### src/hw/rtl/lgss_pkg.sv
package lgss_pkg;

   localparam int SLOT_CAPACITY = 8;
   localparam int ADAPTER_BITS  = 8;
   localparam int ID_W          = $clog2(SLOT_CAPACITY);
   localparam int CNT_W         = $clog2(SLOT_CAPACITY + 1);
   localparam int CFG_W         = 4;
   localparam int OP_W          = 2;
   localparam int STATUS_W      = 2;

   localparam logic [OP_W-1:0] OP_ADMIT  = 2'd0;
   localparam logic [OP_W-1:0] OP_RETIRE = 2'd1;
   localparam logic [OP_W-1:0] OP_PICK   = 2'd2;

   localparam logic [STATUS_W-1:0] ST_OK        = 2'd0;
   localparam logic [STATUS_W-1:0] ST_FULL      = 2'd1;
   localparam logic [STATUS_W-1:0] ST_NOT_FOUND = 2'd2;
   localparam logic [STATUS_W-1:0] ST_EMPTY     = 2'd3;

   typedef struct packed {
      logic capture;
      logic scan_step;
      logic finish;
   } lgss_cmd_type;

   typedef struct packed {
      logic empty;
      logic scan_last;
   } lgss_status_type;

endpackage

### src/hw/rtl/largest_group_slot_scheduler.sv
// Slot table with a largest-adapter-group pick. One item is worked on at a
// time: admit, retire and unused opcodes go from acceptance to a finish
// state that writes the result register, and the next item can be taken
// once that is done; pick scans the active slots one per cycle through a
// shared count-and-compare unit before its finish state. A finished result
// waits in the output register while the next item is accepted; the table
// is only updated once that register is free. Writing the slot limit
// empties the table and reloads the free id stack.
module largest_group_slot_scheduler
   import lgss_pkg::*;
(
   input  logic                     clock,
   input  logic                     reset,
   input  logic                     req_valid,
   output logic                     req_ready,
   input  logic [OP_W-1:0]          req_opcode,
   input  logic [ADAPTER_BITS-1:0]  req_adapter,
   input  logic [ID_W-1:0]          req_retire_id,
   output logic                     rsp_valid,
   input  logic                     rsp_ready,
   output logic [STATUS_W-1:0]      rsp_status,
   output logic [ID_W-1:0]          rsp_slot_id,
   output logic [ADAPTER_BITS-1:0]  rsp_group_adapter,
   output logic [CNT_W-1:0]         rsp_group_size,
   output logic [SLOT_CAPACITY-1:0] rsp_group_members,
   input  logic                     csr_write_enable,
   input  logic [CFG_W-1:0]         csr_write_data
);

   lgss_cmd_type    cmd;
   lgss_status_type status;

   lgss_ctrl u_ctrl (
      .clock      (clock),
      .reset      (reset),
      .req_valid  (req_valid),
      .req_ready  (req_ready),
      .req_opcode (req_opcode),
      .rsp_valid  (rsp_valid),
      .rsp_ready  (rsp_ready),
      .status     (status),
      .cmd        (cmd)
   );

   lgss_datapath u_datapath (
      .clock             (clock),
      .reset             (reset),
      .cmd               (cmd),
      .status            (status),
      .req_opcode        (req_opcode),
      .req_adapter       (req_adapter),
      .req_retire_id     (req_retire_id),
      .csr_write_enable  (csr_write_enable),
      .csr_write_data    (csr_write_data),
      .rsp_status        (rsp_status),
      .rsp_slot_id       (rsp_slot_id),
      .rsp_group_adapter (rsp_group_adapter),
      .rsp_group_size    (rsp_group_size),
      .rsp_group_members (rsp_group_members)
   );

endmodule

### src/hw/rtl/lgss_ctrl.sv
module lgss_ctrl
   import lgss_pkg::*;
(
   input  logic                  clock,
   input  logic                  reset,
   input  logic                  req_valid,
   output logic                  req_ready,
   input  logic [OP_W-1:0]       req_opcode,
   output logic                  rsp_valid,
   input  logic                  rsp_ready,
   input  lgss_status_type       status,
   output lgss_cmd_type          cmd
);

   localparam logic [1:0] S_IDLE   = 2'd0;
   localparam logic [1:0] S_SCAN   = 2'd1;
   localparam logic [1:0] S_FINISH = 2'd2;

   logic [1:0] state_ff, state_in;
   logic       rsp_valid_ff, rsp_valid_in;
   logic       out_free;

   assign out_free  = !rsp_valid_ff || rsp_ready;
   assign req_ready = (state_ff == S_IDLE);
   assign rsp_valid = rsp_valid_ff;

   always_comb begin
      cmd      = '0;
      state_in = state_ff;
      case (state_ff)
         S_IDLE: begin
            if (req_valid) begin
               cmd.capture = 1'b1;
               state_in    = (req_opcode == OP_PICK) ? S_SCAN : S_FINISH;
            end
         end
         S_SCAN: begin
            if (status.empty) begin
               state_in = S_FINISH;
            end else begin
               cmd.scan_step = 1'b1;
               if (status.scan_last) begin
                  state_in = S_FINISH;
               end
            end
         end
         S_FINISH: begin
            // result register must be free before the table is updated
            if (out_free) begin
               cmd.finish = 1'b1;
               state_in   = S_IDLE;
            end
         end
         default: begin
            state_in = S_IDLE;
         end
      endcase
   end

   always_comb begin
      if (cmd.finish) begin
         rsp_valid_in = 1'b1;
      end else if (rsp_ready) begin
         rsp_valid_in = 1'b0;
      end else begin
         rsp_valid_in = rsp_valid_ff;
      end
   end

   always_ff @(posedge clock) begin
      if (reset) begin
         state_ff     <= S_IDLE;
         rsp_valid_ff <= 1'b0;
      end else begin
         state_ff     <= state_in;
         rsp_valid_ff <= rsp_valid_in;
      end
   end

endmodule

### src/hw/rtl/lgss_datapath.sv
module lgss_datapath
   import lgss_pkg::*;
(
   input  logic                     clock,
   input  logic                     reset,
   input  lgss_cmd_type             cmd,
   output lgss_status_type          status,
   input  logic [OP_W-1:0]          req_opcode,
   input  logic [ADAPTER_BITS-1:0]  req_adapter,
   input  logic [ID_W-1:0]          req_retire_id,
   input  logic                     csr_write_enable,
   input  logic [CFG_W-1:0]         csr_write_data,
   output logic [STATUS_W-1:0]      rsp_status,
   output logic [ID_W-1:0]          rsp_slot_id,
   output logic [ADAPTER_BITS-1:0]  rsp_group_adapter,
   output logic [CNT_W-1:0]         rsp_group_size,
   output logic [SLOT_CAPACITY-1:0] rsp_group_members
);

   // slot table in admit order, entries at or above active_count are stale
   logic [ADAPTER_BITS-1:0] order_adapter_ff [SLOT_CAPACITY];
   logic [ADAPTER_BITS-1:0] order_adapter_in [SLOT_CAPACITY];
   logic [ID_W-1:0]         order_id_ff      [SLOT_CAPACITY];
   logic [ID_W-1:0]         order_id_in      [SLOT_CAPACITY];
   logic [ID_W-1:0]         free_stack_ff    [SLOT_CAPACITY];
   logic [ID_W-1:0]         free_stack_in    [SLOT_CAPACITY];
   logic [CNT_W-1:0]        active_count_ff, active_count_in;
   logic [CNT_W-1:0]        free_count_ff, free_count_in;
   logic [CNT_W-1:0]        slot_limit_ff, slot_limit_in;

   logic [OP_W-1:0]         op_ff, op_in;
   logic [ADAPTER_BITS-1:0] adapter_ff, adapter_in;
   logic [ID_W-1:0]         rid_ff, rid_in;

   logic [ID_W-1:0]         scan_idx_ff, scan_idx_in;
   logic [CNT_W-1:0]        best_size_ff, best_size_in;
   logic [ADAPTER_BITS-1:0] best_adapter_ff, best_adapter_in;

   logic [STATUS_W-1:0]      rsp_status_ff, rsp_status_in;
   logic [ID_W-1:0]          rsp_slot_id_ff, rsp_slot_id_in;
   logic [ADAPTER_BITS-1:0]  rsp_group_adapter_ff, rsp_group_adapter_in;
   logic [CNT_W-1:0]         rsp_group_size_ff, rsp_group_size_in;
   logic [SLOT_CAPACITY-1:0] rsp_group_members_ff, rsp_group_members_in;

   logic [SLOT_CAPACITY-1:0] live;
   logic [SLOT_CAPACITY-1:0] id_hit;
   logic [SLOT_CAPACITY-1:0] shift_pos;
   logic [SLOT_CAPACITY-1:0] same_cur;
   logic [SLOT_CAPACITY-1:0] same_best;
   logic [CNT_W-1:0]         cur_count;
   logic [CNT_W-1:0]         free_top;
   logic [CNT_W-1:0]         reload_n;
   logic [CFG_W-1:0]         cfg_clamped;
   logic                     admit_full;
   logic                     retire_found;

   assign free_top = free_count_ff - CNT_W'(1);

   always_comb begin
      if (csr_write_data == '0) begin
         cfg_clamped = CFG_W'(1);
      end else if (csr_write_data > CFG_W'(SLOT_CAPACITY)) begin
         cfg_clamped = CFG_W'(SLOT_CAPACITY);
      end else begin
         cfg_clamped = csr_write_data;
      end
   end
   assign reload_n = CNT_W'(cfg_clamped);

   // per-entry compares, all in parallel
   always_comb begin
      logic seen;
      seen      = 1'b0;
      cur_count = '0;
      for (int i = 0; i < SLOT_CAPACITY; i++) begin
         live[i]      = CNT_W'(i) < active_count_ff;
         id_hit[i]    = live[i] && (order_id_ff[i] == rid_ff);
         seen         = seen | id_hit[i];
         shift_pos[i] = seen;
         same_cur[i]  = live[i] && (order_adapter_ff[i] == order_adapter_ff[scan_idx_ff]);
         same_best[i] = live[i] && (order_adapter_ff[i] == best_adapter_ff);
         cur_count    = cur_count + CNT_W'(same_cur[i]);
      end
      retire_found = seen;
   end

   assign admit_full = (active_count_ff >= slot_limit_ff) || (free_count_ff == '0) ||
                       (active_count_ff >= CNT_W'(SLOT_CAPACITY));

   assign status.empty     = (active_count_ff == '0);
   assign status.scan_last = (CNT_W'(scan_idx_ff) + CNT_W'(1)) == active_count_ff;

   always_comb begin
      order_adapter_in     = order_adapter_ff;
      order_id_in          = order_id_ff;
      free_stack_in        = free_stack_ff;
      active_count_in      = active_count_ff;
      free_count_in        = free_count_ff;
      slot_limit_in        = slot_limit_ff;
      op_in                = op_ff;
      adapter_in           = adapter_ff;
      rid_in               = rid_ff;
      scan_idx_in          = scan_idx_ff;
      best_size_in         = best_size_ff;
      best_adapter_in      = best_adapter_ff;
      rsp_status_in        = rsp_status_ff;
      rsp_slot_id_in       = rsp_slot_id_ff;
      rsp_group_adapter_in = rsp_group_adapter_ff;
      rsp_group_size_in    = rsp_group_size_ff;
      rsp_group_members_in = rsp_group_members_ff;

      if (cmd.capture) begin
         op_in           = req_opcode;
         adapter_in      = req_adapter;
         rid_in          = req_retire_id;
         scan_idx_in     = '0;
         best_size_in    = '0;
         best_adapter_in = '0;
      end

      // strict greater keeps the earliest admitted adapter on a tie
      if (cmd.scan_step) begin
         if (cur_count > best_size_ff) begin
            best_size_in    = cur_count;
            best_adapter_in = order_adapter_ff[scan_idx_ff];
         end
         scan_idx_in = scan_idx_ff + ID_W'(1);
      end

      if (cmd.finish) begin
         rsp_status_in        = ST_OK;
         rsp_slot_id_in       = '0;
         rsp_group_adapter_in = '0;
         rsp_group_size_in    = '0;
         rsp_group_members_in = '0;
         case (op_ff)
            OP_ADMIT: begin
               if (admit_full) begin
                  rsp_status_in = ST_FULL;
               end else begin
                  free_count_in = free_top;
                  order_adapter_in[active_count_ff[ID_W-1:0]] = adapter_ff;
                  order_id_in[active_count_ff[ID_W-1:0]] = free_stack_ff[free_top[ID_W-1:0]];
                  active_count_in = active_count_ff + CNT_W'(1);
                  rsp_slot_id_in  = free_stack_ff[free_top[ID_W-1:0]];
               end
            end
            OP_RETIRE: begin
               if (!retire_found) begin
                  rsp_status_in = ST_NOT_FOUND;
               end else begin
                  // close the gap: every entry from the hit onward but the last takes its successor
                  for (int i = 0; i < SLOT_CAPACITY - 1; i++) begin
                     if (shift_pos[i]) begin
                        order_adapter_in[i] = order_adapter_ff[i+1];
                        order_id_in[i]      = order_id_ff[i+1];
                     end
                  end
                  active_count_in = active_count_ff - CNT_W'(1);
                  if (free_count_ff < CNT_W'(SLOT_CAPACITY)) begin
                     free_stack_in[free_count_ff[ID_W-1:0]] = rid_ff;
                     free_count_in = free_count_ff + CNT_W'(1);
                  end
               end
            end
            OP_PICK: begin
               if (active_count_ff == '0) begin
                  rsp_status_in = ST_EMPTY;
               end else begin
                  rsp_group_adapter_in = best_adapter_ff;
                  rsp_group_size_in    = best_size_ff;
                  for (int j = 0; j < SLOT_CAPACITY; j++) begin
                     if (same_best[j]) begin
                        rsp_group_members_in[order_id_ff[j]] = 1'b1;
                     end
                  end
               end
            end
            default: begin
               rsp_status_in = ST_OK;
            end
         endcase
      end

      if (csr_write_enable) begin
         slot_limit_in   = reload_n;
         active_count_in = '0;
         free_count_in   = reload_n;
         for (int i = 0; i < SLOT_CAPACITY; i++) begin
            free_stack_in[i] = (CNT_W'(i) < reload_n) ? ID_W'(i) : '0;
         end
      end
   end

   always_ff @(posedge clock) begin
      if (reset) begin
         slot_limit_ff   <= CNT_W'(SLOT_CAPACITY);
         active_count_ff <= '0;
         free_count_ff   <= CNT_W'(SLOT_CAPACITY);
         for (int i = 0; i < SLOT_CAPACITY; i++) begin
            free_stack_ff[i] <= ID_W'(i);
         end
      end else begin
         slot_limit_ff   <= slot_limit_in;
         active_count_ff <= active_count_in;
         free_count_ff   <= free_count_in;
         free_stack_ff   <= free_stack_in;
      end
   end

   always_ff @(posedge clock) begin
      order_adapter_ff     <= order_adapter_in;
      order_id_ff          <= order_id_in;
      op_ff                <= op_in;
      adapter_ff           <= adapter_in;
      rid_ff               <= rid_in;
      scan_idx_ff          <= scan_idx_in;
      best_size_ff         <= best_size_in;
      best_adapter_ff      <= best_adapter_in;
      rsp_status_ff        <= rsp_status_in;
      rsp_slot_id_ff       <= rsp_slot_id_in;
      rsp_group_adapter_ff <= rsp_group_adapter_in;
      rsp_group_size_ff    <= rsp_group_size_in;
      rsp_group_members_ff <= rsp_group_members_in;
   end

   assign rsp_status        = rsp_status_ff;
   assign rsp_slot_id       = rsp_slot_id_ff;
   assign rsp_group_adapter = rsp_group_adapter_ff;
   assign rsp_group_size    = rsp_group_size_ff;
   assign rsp_group_members = rsp_group_members_ff;

endmodule

### config.mk
export PLATFORM = sky130hd
export DESIGN_NAME = largest_group_slot_scheduler
export DESIGN_NICKNAME = d
export VERILOG_FILES = /design/src/hw/rtl/lgss_pkg.sv /design/src/hw/rtl/largest_group_slot_scheduler.sv /design/src/hw/rtl/lgss_ctrl.sv /design/src/hw/rtl/lgss_datapath.sv
export SDC_FILE = /design/constraint.sdc
export NUM_CORES = 1
export LEC_CHECK = 0
export BUFFER_PORTS_ARGS = -buffer_cell sky130_fd_sc_hd__buf_2
export CORE_ASPECT_RATIO = 1.25
export CORE_MARGIN = 2
export CORE_UTILIZATION = 60
export CTS_CLUSTER_DIAMETER = 60
export DETAILED_ROUTE_END_ITERATION = 10
export PLACE_DENSITY = 0.89
export SYNTH_ARGS = -nofsm -noshare
export SYNTH_HDL_FRONTEND = slang
export SYNTH_SLANG_ARGS = --single-unit
export TNS_END_PERCENT = 100
### constraint.sdc
create_clock -name clock -period 7.7 [get_ports clock]
set_input_delay 1.54 -clock clock [delete_from_list [all_inputs] [get_ports clock]]
set_output_delay 1.54 -clock clock [all_outputs]
set_load 0.005 [all_outputs]
# After elaboration in Yosys (flattened, before gate mapping)

Cells that the tools add are included.

Bits in registers: 180
Bits of input ports: 22

Add/subtract/negate cells: 13
Magnitude comparators: 42
Equality and inequality tests: 45
Muxes and demuxes: 129
Bitwise logic cells: 21
Reductions and logical operators: 67

Operators by type and width:

| operator                                                                     | number |
|---|---|
| 8-bit two-way mux                                                            | 42 |
| 8-bit equality test                                                          | 16 |
| 21-bit two-way mux                                                           | 6 |
| 56-bit one-hot mux with 2 select lines                                       | 1 |
| 64-bit bitwise mux                                                           | 1 |
| 64-bit two-way mux                                                           | 1 |
| 56-bit two-way mux                                                           | 1 |
| 8-bit OR                                                                     | 7 |
| 3-bit two-way mux                                                            | 17 |
| 24-bit bitwise mux                                                           | 2 |
| 4-bit two-way mux                                                            | 12 |
| 21-bit one-hot mux with 2 select lines                                       | 1 |
| 5-bit AND reduction                                                          | 8 |
| 1-bit logical AND                                                            | 34 |
| 3-bit by 4-bit less-than comparator with 1-bit output, first input constant  | 8 |
| 3-bit by 4-bit less-than comparator with 1-bit output, second input constant | 8 |
| 4-bit by 1-bit adder with 4-bit output                                       | 6 |
| 8-bit binary-select mux with 3-bit select                                    | 1 |
| 1-bit demux with 3-bit select                                                | 8 |
| 8-bit demux with 3-bit select                                                | 1 |
| 3-bit equality test                                                          | 8 |
| 3-bit by 1-bit >= comparator with 1-bit output, second input constant        | 8 |
| 24-bit two-way mux                                                           | 1 |
| 4-bit >= comparator, second input constant                                   | 5 |
| 37 further kinds                                                             | 114 |

# Depth between registers and ports, before layout

Gate-level depths: netlist (run 1).

Depth in word-level cells: 40
Gate-level depth with buffers: 25

# Cells and area by module

A second synthesis (run 1) with hierarchy kept.

Cells, all modules: 1005
Area total of the unflattened synthesis: 11085.6 um^2

By module, submodules not included:

| module        | instances | cells an instance | area each (um^2) | seq. area each (um^2) |
|---|---|---|---|---|
| lgss_datapath | 1         | 986               | 10919.2          | 4834.6 |
| lgss_ctrl     | 1         | 19                | 166.4            | 60.1 |

# Least setup slack after synthesis (run 1)

Ideal clock, no wire load.

Path kind: register to register
Start point: reg u_datapath.scan_idx_ff[0]
End point: reg u_datapath.best_adapter_ff[6]
Library setup time: 74 ps
Arrival: 5799 ps
Slack: 1827 ps
Cell stages (with the launch flop): 25
Buffers on the path: 3
Path through: edfxtp_1 buf_6 buf_6 mux4_2 mux2i_4 xnor2_1 nor4_1 nand3_1 nor4_2 ha_1 inv_1 fa_1 fa_1 inv_1 fa_1 inv_1 fa_1 inv_1 ha_1 nand3_1 o22ai_1 nor2_1 nor3_1 buf_2 mux2i_1

Cells in the longest elaborated chain, start to end: 16

Ends and longest elaborated chain:

| element                                                  | line                                      | source |
|---|---|---|
| from (decl)                                              | lgss_datapath.sv:35                       | `logic [ID_W-1:0] scan_idx_ff, scan_idx_in;` |
| from (signal assigned)                                   | lgss_datapath.sv:217                      | `scan_idx_ff <= scan_idx_in;` |
| 3-bit NOT with 4-bit output (implied by the code) (*)    | lgss_datapath.sv:80, lgss_datapath.sv:125 |  |
| 8-bit binary-select mux with 3-bit select (*)            | lgss_datapath.sv:80, lgss_datapath.sv:125 |  |
| 8-bit two-way mux (implied by the code) (*) (2 in a row) | lgss_datapath.sv:80, lgss_datapath.sv:125 |  |
| 8-bit equality test                                      | lgss_datapath.sv:80                       | `same_cur[i] = live[i] && (order_adapter_ff[i] == order_adapter_ff[scan_idx_ff]);` |
| 1-bit logical AND                                        | lgss_datapath.sv:80                       |  |
| 1-bit by 1-bit adder with 2-bit output                   | lgss_datapath.sv:82                       | `cur_count = cur_count + CNT_W'(same_cur[i]);` |
| 4-bit by 1-bit adder with 4-bit output (6 in a row)      | lgss_datapath.sv:82                       |  |
| 4-bit > comparator                                       | lgss_datapath.sv:123                      | `if (cur_count > best_size_ff) begin` |
| 8-bit two-way mux (*)                                    | lgss_datapath.sv:123                      |  |
| 8-bit two-way mux (*)                                    | lgss_datapath.sv:122                      | `if (cmd.scan_step) begin` |
| named net u_datapath.best_adapter_in[6]                  | lgss_datapath.sv:37                       | `logic [ADAPTER_BITS-1:0] best_adapter_ff, best_adapter_in;` |
| to (signal assigned)                                     | lgss_datapath.sv:219                      | `best_adapter_ff <= best_adapter_in;` |
| to (decl)                                                | lgss_datapath.sv:37                       |  |

The timed path passes the listed nets; every way through them passes the cells marked *. The select of a mux whose other input is x is not followed.
A chain may end at the register's enable or synchronous reset.

# Worst setup path in the final report (run 1)

Start point: reg u_datapath.scan_idx_ff[0]
End point: reg u_datapath.best_adapter_ff[2]

The elaborated chain is that of the path after synthesis.

==> out/metrics.cfg, run 1 <==
[status]
outcome = completed

[detailed_routing]
first_iter_violations = 1015
detail_route.wl_per_cell_um = 26.1
dr.pass1.iters = 7
antenna_left = 0
wl_um = 33100
num_vias = 9016
via_per_inst = 7.11
drc = 0

[power]
seq_power_share_pct = 49.7
leakagePower_nw = 4.27
p_int_mw = 1.62
pwr-share-clk_pct = 39.4
comb_power_share_pct = 10.9
power.switching_mw = 0.606
vdd_drop_max_v = 0.000173
p_per_area_nw_per_um2 = 186
p_sw_share_pct = 27.2

[yosys]
synth_top_family_by_area = compound AO/OA/AOI/OAI gates
synth_edf_count = 129
synthAdderAreaFrac_pct = 2.64
synth_nets = 1053
synth-seq-cells = 180
synth_area_um2 = 11100
muxShareOfSynthArea_pct = 9.17
ys_seq_area_share_pct = 44.1
yosys.area_share.simple_pct = 13.0
async_flop_share_pct = 0
synthCells = 1010
ys_warn_count = 0
synth_cell_type_count = 71
synth_area_per_cell_um2 = 11.0
synth_xor_xnor_area_share_pct = 12.6
synth_compound_area_share_pct = 14.5
ys.flop_type = edfxtp_1

[cts]
cts_hold_repair.buffers = 0
tritoncts = yes
worstSkewPairLatency_ns = 0.45
post_cts_buffers = 0
clkSinkCount = 180
cts_buffers = 17
htreeDepth = 4
cts_root_buf = clkbuf_16
cts_resized = 0
clk_pin_slew_ns = 0.07
ctsLongestPathBuffers = 2

[timing]
slew-limit-headroom_pct = 12.3
period_minus_slack_ns = 6.79
slew_viol_final = 0
setup_viol = 0
fmax_mhz = 147
timing.final.crit_share_pct = 88.2
finClkSkew_ns = 0.00857
worst_slew_pin_slew_ns = 1.30
fin_setup_tns_ns = 0
whs_ns = 0.466
worst_slack_ns = 0.910
hold_violations = 0
rsz0062_at_grt = false

[die]
core-area_um2 = 18100
die_h_um = 156
top_level_ports = 49
die_area_um2 = 19600
rows = 55
die_x_um = 126
start_util_pct = 61.4

[finish]
area_growth_pct = 8.12
nets = 1070
diodes = 0
drive_above_1_share_pct = 12.4
final_cell_mix = edfxtp_1 (129), xor2_1 (99), nor2_1 (70)
stdcell_count = 1268
mostFrequentLayoutCell = edfxtp_1

[place]
pre_cts_slack_ns = 1.00
dp_hpwl_um = 24100
port_buffers = 48
dp.cells = 1236
place.gp.congestion = 1.03

[setup_path]
crit_type = reg2reg
critPathRequiredTime_ns = 8.07
crit_path_end_kind = flip-flop
cp-start-kind = flip-flop
cp_max_fo = 18
worstPathArrival_ns = 7.16

[global_route]
first_global_vias = 8836
grt_usage_pct = 33.9
grt_pass1_wl_um = 50300
grt_overflow = 0
grt_max_degree = 71
antenna_found_initial = 0

[worst_hold_path]
hold_path_class = reg2reg

[run]
max_cap_violations = 0

synthesized netlist by cell type (9+ instances only):
cell	count	share of area (%)
a21oi_1	20	0.90
inv_1	40	1.4
and2_1	12	0.68
mux4_1	12	2.8
nor3_1	23	1.0
clkbuf_1	37	1.3
mux4_2	10	2.0
ha_1	17	1.9
nand4_1	20	1.1
a22o_1	57	4.5
o21ai_0	27	1.2
edfxtp_1	129	35
nor2_1	71	2.4
nor4_1	29	1.6
buf_2	9	0.41
dfxtp_1	51	9.2
nand2b_1	9	0.51
or3_1	10	0.56
a31oi_1	15	0.84
xor2_1	99	7.8
o22ai_1	13	0.73
nand2_1	52	1.8
xnor2_1	61	4.8
nand3_1	25	1.1
mux2i_1	25	2.3
cell families after synthesis:
logic type | Yosys count
AND/OR/NAND/NOR | 281
AO/OA/AOI/OAI | 209
flip-flops | 180
XOR/XNOR | 160
buffers and inverters | 99
multiplexers | 60
adder cells (fa/ha/maj) | 21
power by group through the flow:
stage                     Combinational [mW]  Clock [mW]  Sequential [mW]
after floorplan                        0.189           0             1.10
after global placement                 0.228           0             1.13
after detailed placement               0.235           0             1.13
after CTS                              0.238       0.872             1.11
after global routing                   0.259       0.911             1.11
final                                  0.242       0.879             1.11
area by class of cell:
| class | count | area (um^2) |
|---|---|---|
| Clock buffer | 19 | 433 |
| Clock inverter | 13 | 145 |
| Fill cell | 1345 | 6090 |
| Inverter | 40 | 150 |
| Multi-Input combinational cell | 731 | 5800 |
| Sequential cell | 180 | 4890 |
| Tap cell | 228 | 285 |
| Timing Repair Buffer | 57 | 308 |
state kept, by name, indices dropped and copies added, names as in the netlist:
name,flops
u_ctrl.rsp_valid,1
u_ctrl.state_ff,2
u_datapath.active_count_ff,4
u_datapath.adapter_ff,8
u_datapath.best_adapter_ff,8
u_datapath.best_size_ff,4
u_datapath.free_count_ff,4
u_datapath.free_stack_ff,24
u_datapath.op_ff,2
u_datapath.order_adapter_ff,64
u_datapath.order_id_ff,24
u_datapath.rid_ff,3
u_datapath.rsp_group_adapter,8
u_datapath.rsp_group_members,8
u_datapath.rsp_group_size,4
u_datapath.rsp_slot_id,3
u_datapath.rsp_status,2
u_datapath.scan_idx_ff,3
u_datapath.slot_limit_ff,4
path summary, 6_finish.rpt:
check             cells after the start  slack (ns)                         from                            end
setup / recovery                     22        0.91    u_datapath.scan_idx_ff[0]  u_datapath.best_adapter_ff[2]
hold / removal                        2        0.47  u_datapath.slot_limit_ff[2]    u_datapath.slot_limit_ff[2]
setup reg to reg                     22        0.91    u_datapath.scan_idx_ff[0]  u_datapath.best_adapter_ff[2]
hold reg to reg                       2        0.47  u_datapath.slot_limit_ff[2]    u_datapath.slot_limit_ff[2]
worst max-delay path: stages, from the launching register on:
cell      delay (ns)
edfxtp_1        1.04
mux4_1          0.71
mux2i_4         0.39
xnor2_1         0.12
nor4_1          0.29
nand3_1         0.14
nor4_2          0.19
ha_1            0.27
inv_1           0.08
fa_1            0.41
fa_1            0.54
inv_1           0.05
fa_1            0.43
inv_1           0.08
fa_1            0.43
inv_1           0.07
ha_1            0.13
nand3_1         0.09
o22ai_1         0.17
nor2_1          0.09
nor3_2          0.49
buf_4           0.29
mux2i_1         0.20
metrics by stage:
step	power, mW	utilization, %	instance area (um^2)
after floorplan	1.29	-	11100
after global placement	1.35	63.2	11400
after detailed placement	1.36	63.2	11400
after CTS	2.22	66.4	12000
after global routing	2.28	66.4	12000
final	2.23	66.4	12000
metal layers:
metal  vias to the layer above  wire (um)  part of all wire (%)  GRT usage [%]
met2                       713      15800                    48           55.6
li1                       3869          -                     -              -
met3                       138       3750                    11           8.06
met4                         0       2180                   6.6           22.0
met5                         -          0                     0              0
met1                      4296      11300                    34           40.1
(Power assumes the default switching activity.)
==> run 2: changes to the inputs <==
Settings changed: BUFFER_PORTS_ARGS -buffer_cell sky130_fd_sc_hd__buf_2 to not set, CELL_PAD_IN_SITES_DETAIL_PLACEMENT set to 1, CELL_PAD_IN_SITES_GLOBAL_PLACEMENT set to 1, CORE_UTILIZATION 60 to 52, DONT_BUFFER_PORTS set to 1, PLACE_DENSITY 0.89 to 0.91.
==> run 2 against run 1 <==
Against the previous run:
- non-clock buffer count shrank 45
- power rose by 2.1%
- flip-flop and latch count is the same
==> out/metrics.cfg, run 2 (synthesis results as in run 1) <==
[timing]
worst_slack_ns = 0.779  ; -0.131 ns
setup_viol = 0  ; unchanged
slew_viol_final = 0  ; unchanged
hold_violations = 0  ; unchanged
fmax_mhz = 144  ; -1.9%
worst_slew_pin_slew_ns = 1.31  ; +0.0114 ns
period_minus_slack_ns = 6.92  ; +0.131 ns
finClkSkew_ns = 0.0143  ; +0.00569 ns
slew-limit-headroom_pct = 12.7  ; +0.45 points
timing.final.crit_share_pct = 89.9  ; +1.7 points
fin_setup_tns_ns = 0  ; unchanged
rsz0062_at_grt = false

[finish]
largest_reg_flops = 64  ; unchanged
nets = 1025  ; -4.2%
area_growth_pct = 7.08
drive_above_1_share_pct = 8.64  ; -3.8 points
num-fill-cells = 2172  ; +61%
top_register = u_datapath.order_adapter_ff
reg_top3 = u_datapath.order_adapter_ff (64), u_datapath.free_stack_ff (24), u_datapath.order_id_ff (24)
diodes = 0  ; unchanged
area.sequential_um2 = 4890  ; unchanged
multi_input_area_um2 = 5800  ; unchanged
final_cell_mix = edfxtp_1 (129), xor2_1 (99), nor2_1 (70)
mostFrequentLayoutCell = edfxtp_1
postLayoutCellArea_um2 = 11900  ; -0.96%
final_util_pct = 56.9  ; -9.4 points

[power]
power.switching_mw = 0.671  ; +11%
p_per_area_nw_per_um2 = 191  ; +3.0%
vdd_drop_max_v = 0.000156  ; -9.9%
leakagePower_nw = 4.11  ; -3.7%
pwr-share-clk_pct = 40.7  ; +1.3 points
comb_power_share_pct = 10.3  ; -0.6 points
p_sw_share_pct = 29.5  ; +2.3 points
seq_power_share_pct = 49.0  ; -0.7 points
p_total_mw = 2.28  ; +2.1%
p_int_mw = 1.60  ; -1.1%

[detailed_routing]
topRoutingLayerUsed = met4
via_per_inst = 7.23  ; +1.7%
drt-met1-wl_um = 13800  ; +21%
first_iter_violations = 994  ; -2.1%
num_vias = 9177  ; +1.8%
wl_um = 40300  ; +22%
dr.pass1.iters = 6  ; -1
detail_route.wl_per_cell_um = 31.8  ; +22%
dr_wl_met2_um = 19700  ; +24%
route.met3.wl_um = 3780  ; +0.56%
antenna_left = 0  ; unchanged
drc = 0  ; unchanged

[place]
place.gp.congestion = 0.980  ; -4.7%
pre_cts_slack_ns = 0.860  ; -0.145 ns
dp_hpwl_um = 27800  ; +16%
port_buffers = 0  ; -100%
placed_area_um2 = 11300  ; -1.4%

[cts]
htreeDepth = 4  ; unchanged
cts_resized = 0  ; unchanged
clkSinkCount = 180  ; unchanged
ctsLongestPathBuffers = 2  ; unchanged
cts_hold_repair.buffers = 0  ; unchanged
post_cts_buffers = 0  ; unchanged
clk_pin_slew_ns = 0.08  ; about the same
cts_buffers = 17  ; unchanged
cts_root_buf = clkbuf_16
worstSkewPairLatency_ns = 0.46  ; about the same
tritoncts = yes

[worst_hold_path]
hold_path_class = reg2reg

[global_route]
grt_pass1_wl_um = 60500  ; +20%
grt_usage_pct = 36.2  ; +2.3 points
antenna_found_initial = 0  ; unchanged
grt_max_degree = 71  ; unchanged
first_global_vias = 9743  ; +10%
grt_overflow = 0  ; unchanged

[die]
start_util_pct = 53.2  ; -8.2 points
core-area_um2 = 20900  ; +15%
rows = 59  ; +7.3%
top_level_ports = 49  ; unchanged
die_area_um2 = 22600  ; +15%
die_x_um = 135  ; +7.2%
die_h_um = 167  ; +7.2%

[setup_path]
cpMaxStageDelayCell = edfxtp_1
cp_max_fo = 18  ; unchanged
critPathRequiredTime_ns = 8.08  ; about the same
crit_type = reg2reg
worstPathArrival_ns = 7.30  ; +0.14 ns
slowest_delay_ns = 1.06  ; +0.02 ns
crit_path_end_kind = flip-flop
cp_cell_sequence = mux4_1 > mux2i_4 > xnor2_1 > nor4_1 > nand3_1 > nor4_2 > ha_1 > inv_1 > fa_1 > fa_1 > inv_1 > fa_1 > inv_1 > fa_1 > inv_1 > ha_1 > nand3_1 > o22ai_1 > nor2_1 > nor3_2 > buf_4 > mux2i_1
cp-start-kind = flip-flop

[status]
outcome = completed

[run]
max_cap_violations = 0  ; unchanged

==> run 2: power by group through the flow <==
stage / Combinational [mW] / Clock [mW] / Sequential, mW
final: 0.235 / 0.926 / 1.12
after global routing: 0.250 / 0.955 / 1.12
after CTS: 0.231 / 0.922 / 1.11
after detailed placement: 0.223 / 0 / 1.13
after global placement: 0.214 / 0 / 1.13
after floorplan: 0.189 / 0 / 1.10
==> run 2: worst paths after layout <==
path / startpoint / endpoint / slack [ns] / cells past startpoint
setup / recovery: u_datapath.scan_idx_ff[0] / u_datapath.best_adapter_ff[4] / 0.78 / 22
hold / removal: u_datapath.best_size_ff[1] / u_datapath.best_size_ff[1] / 0.47 / 2
setup reg to reg: u_datapath.scan_idx_ff[0] / u_datapath.best_adapter_ff[4] / 0.78 / 22
hold reg to reg: u_datapath.best_size_ff[1] / u_datapath.best_size_ff[1] / 0.47 / 2
==> run 2: critical path, delay by kind of cell (launching register included) <==
| family | cells | cell delay [ns] |
|---|---|---|
| AO/OA/AOI/OAI | 1 | 0.19 |
| AND/OR/NAND/NOR | 6 | 1.27 |
| flip-flops | 1 | 1.06 |
| adder cells (fa/ha/maj) | 6 | 2.24 |
| multiplexers | 3 | 1.35 |
| buffers and inverters | 5 | 0.60 |
| XOR/XNOR | 1 | 0.14 |
==> run 2: final cells by class <==
type | instances | area share, %
Tap cell | 274 | 2.88
Clock buffer | 17 | 3.58
Clock inverter | 15 | 1.66
Sequential cell | 180 | 41.1
Multi-Input combinational cell | 731 | 48.7
Inverter | 40 | 1.26
Timing Repair Buffer | 12 | 0.757
==> run 2: through the flow <==
step	hold WS, ns	std cells
after global routing	0.496	1269
after floorplan	0.435	1010
after detailed placement	0.458	1237
after CTS	0.470	1269
final	0.467	1269
after global placement	0.445	1237
==> run 2: per-layer routing <==
| layer | track usage, % | vias to the layer above |
|---|---|---|
| li1 | - | 3779 |
| met1 | 42.2 | 4575 |
| met2 | 60.2 | 631 |
| met3 | 7.08 | 192 |
| met4 | 24.2 | 0 |
| met5 | 0 | - |
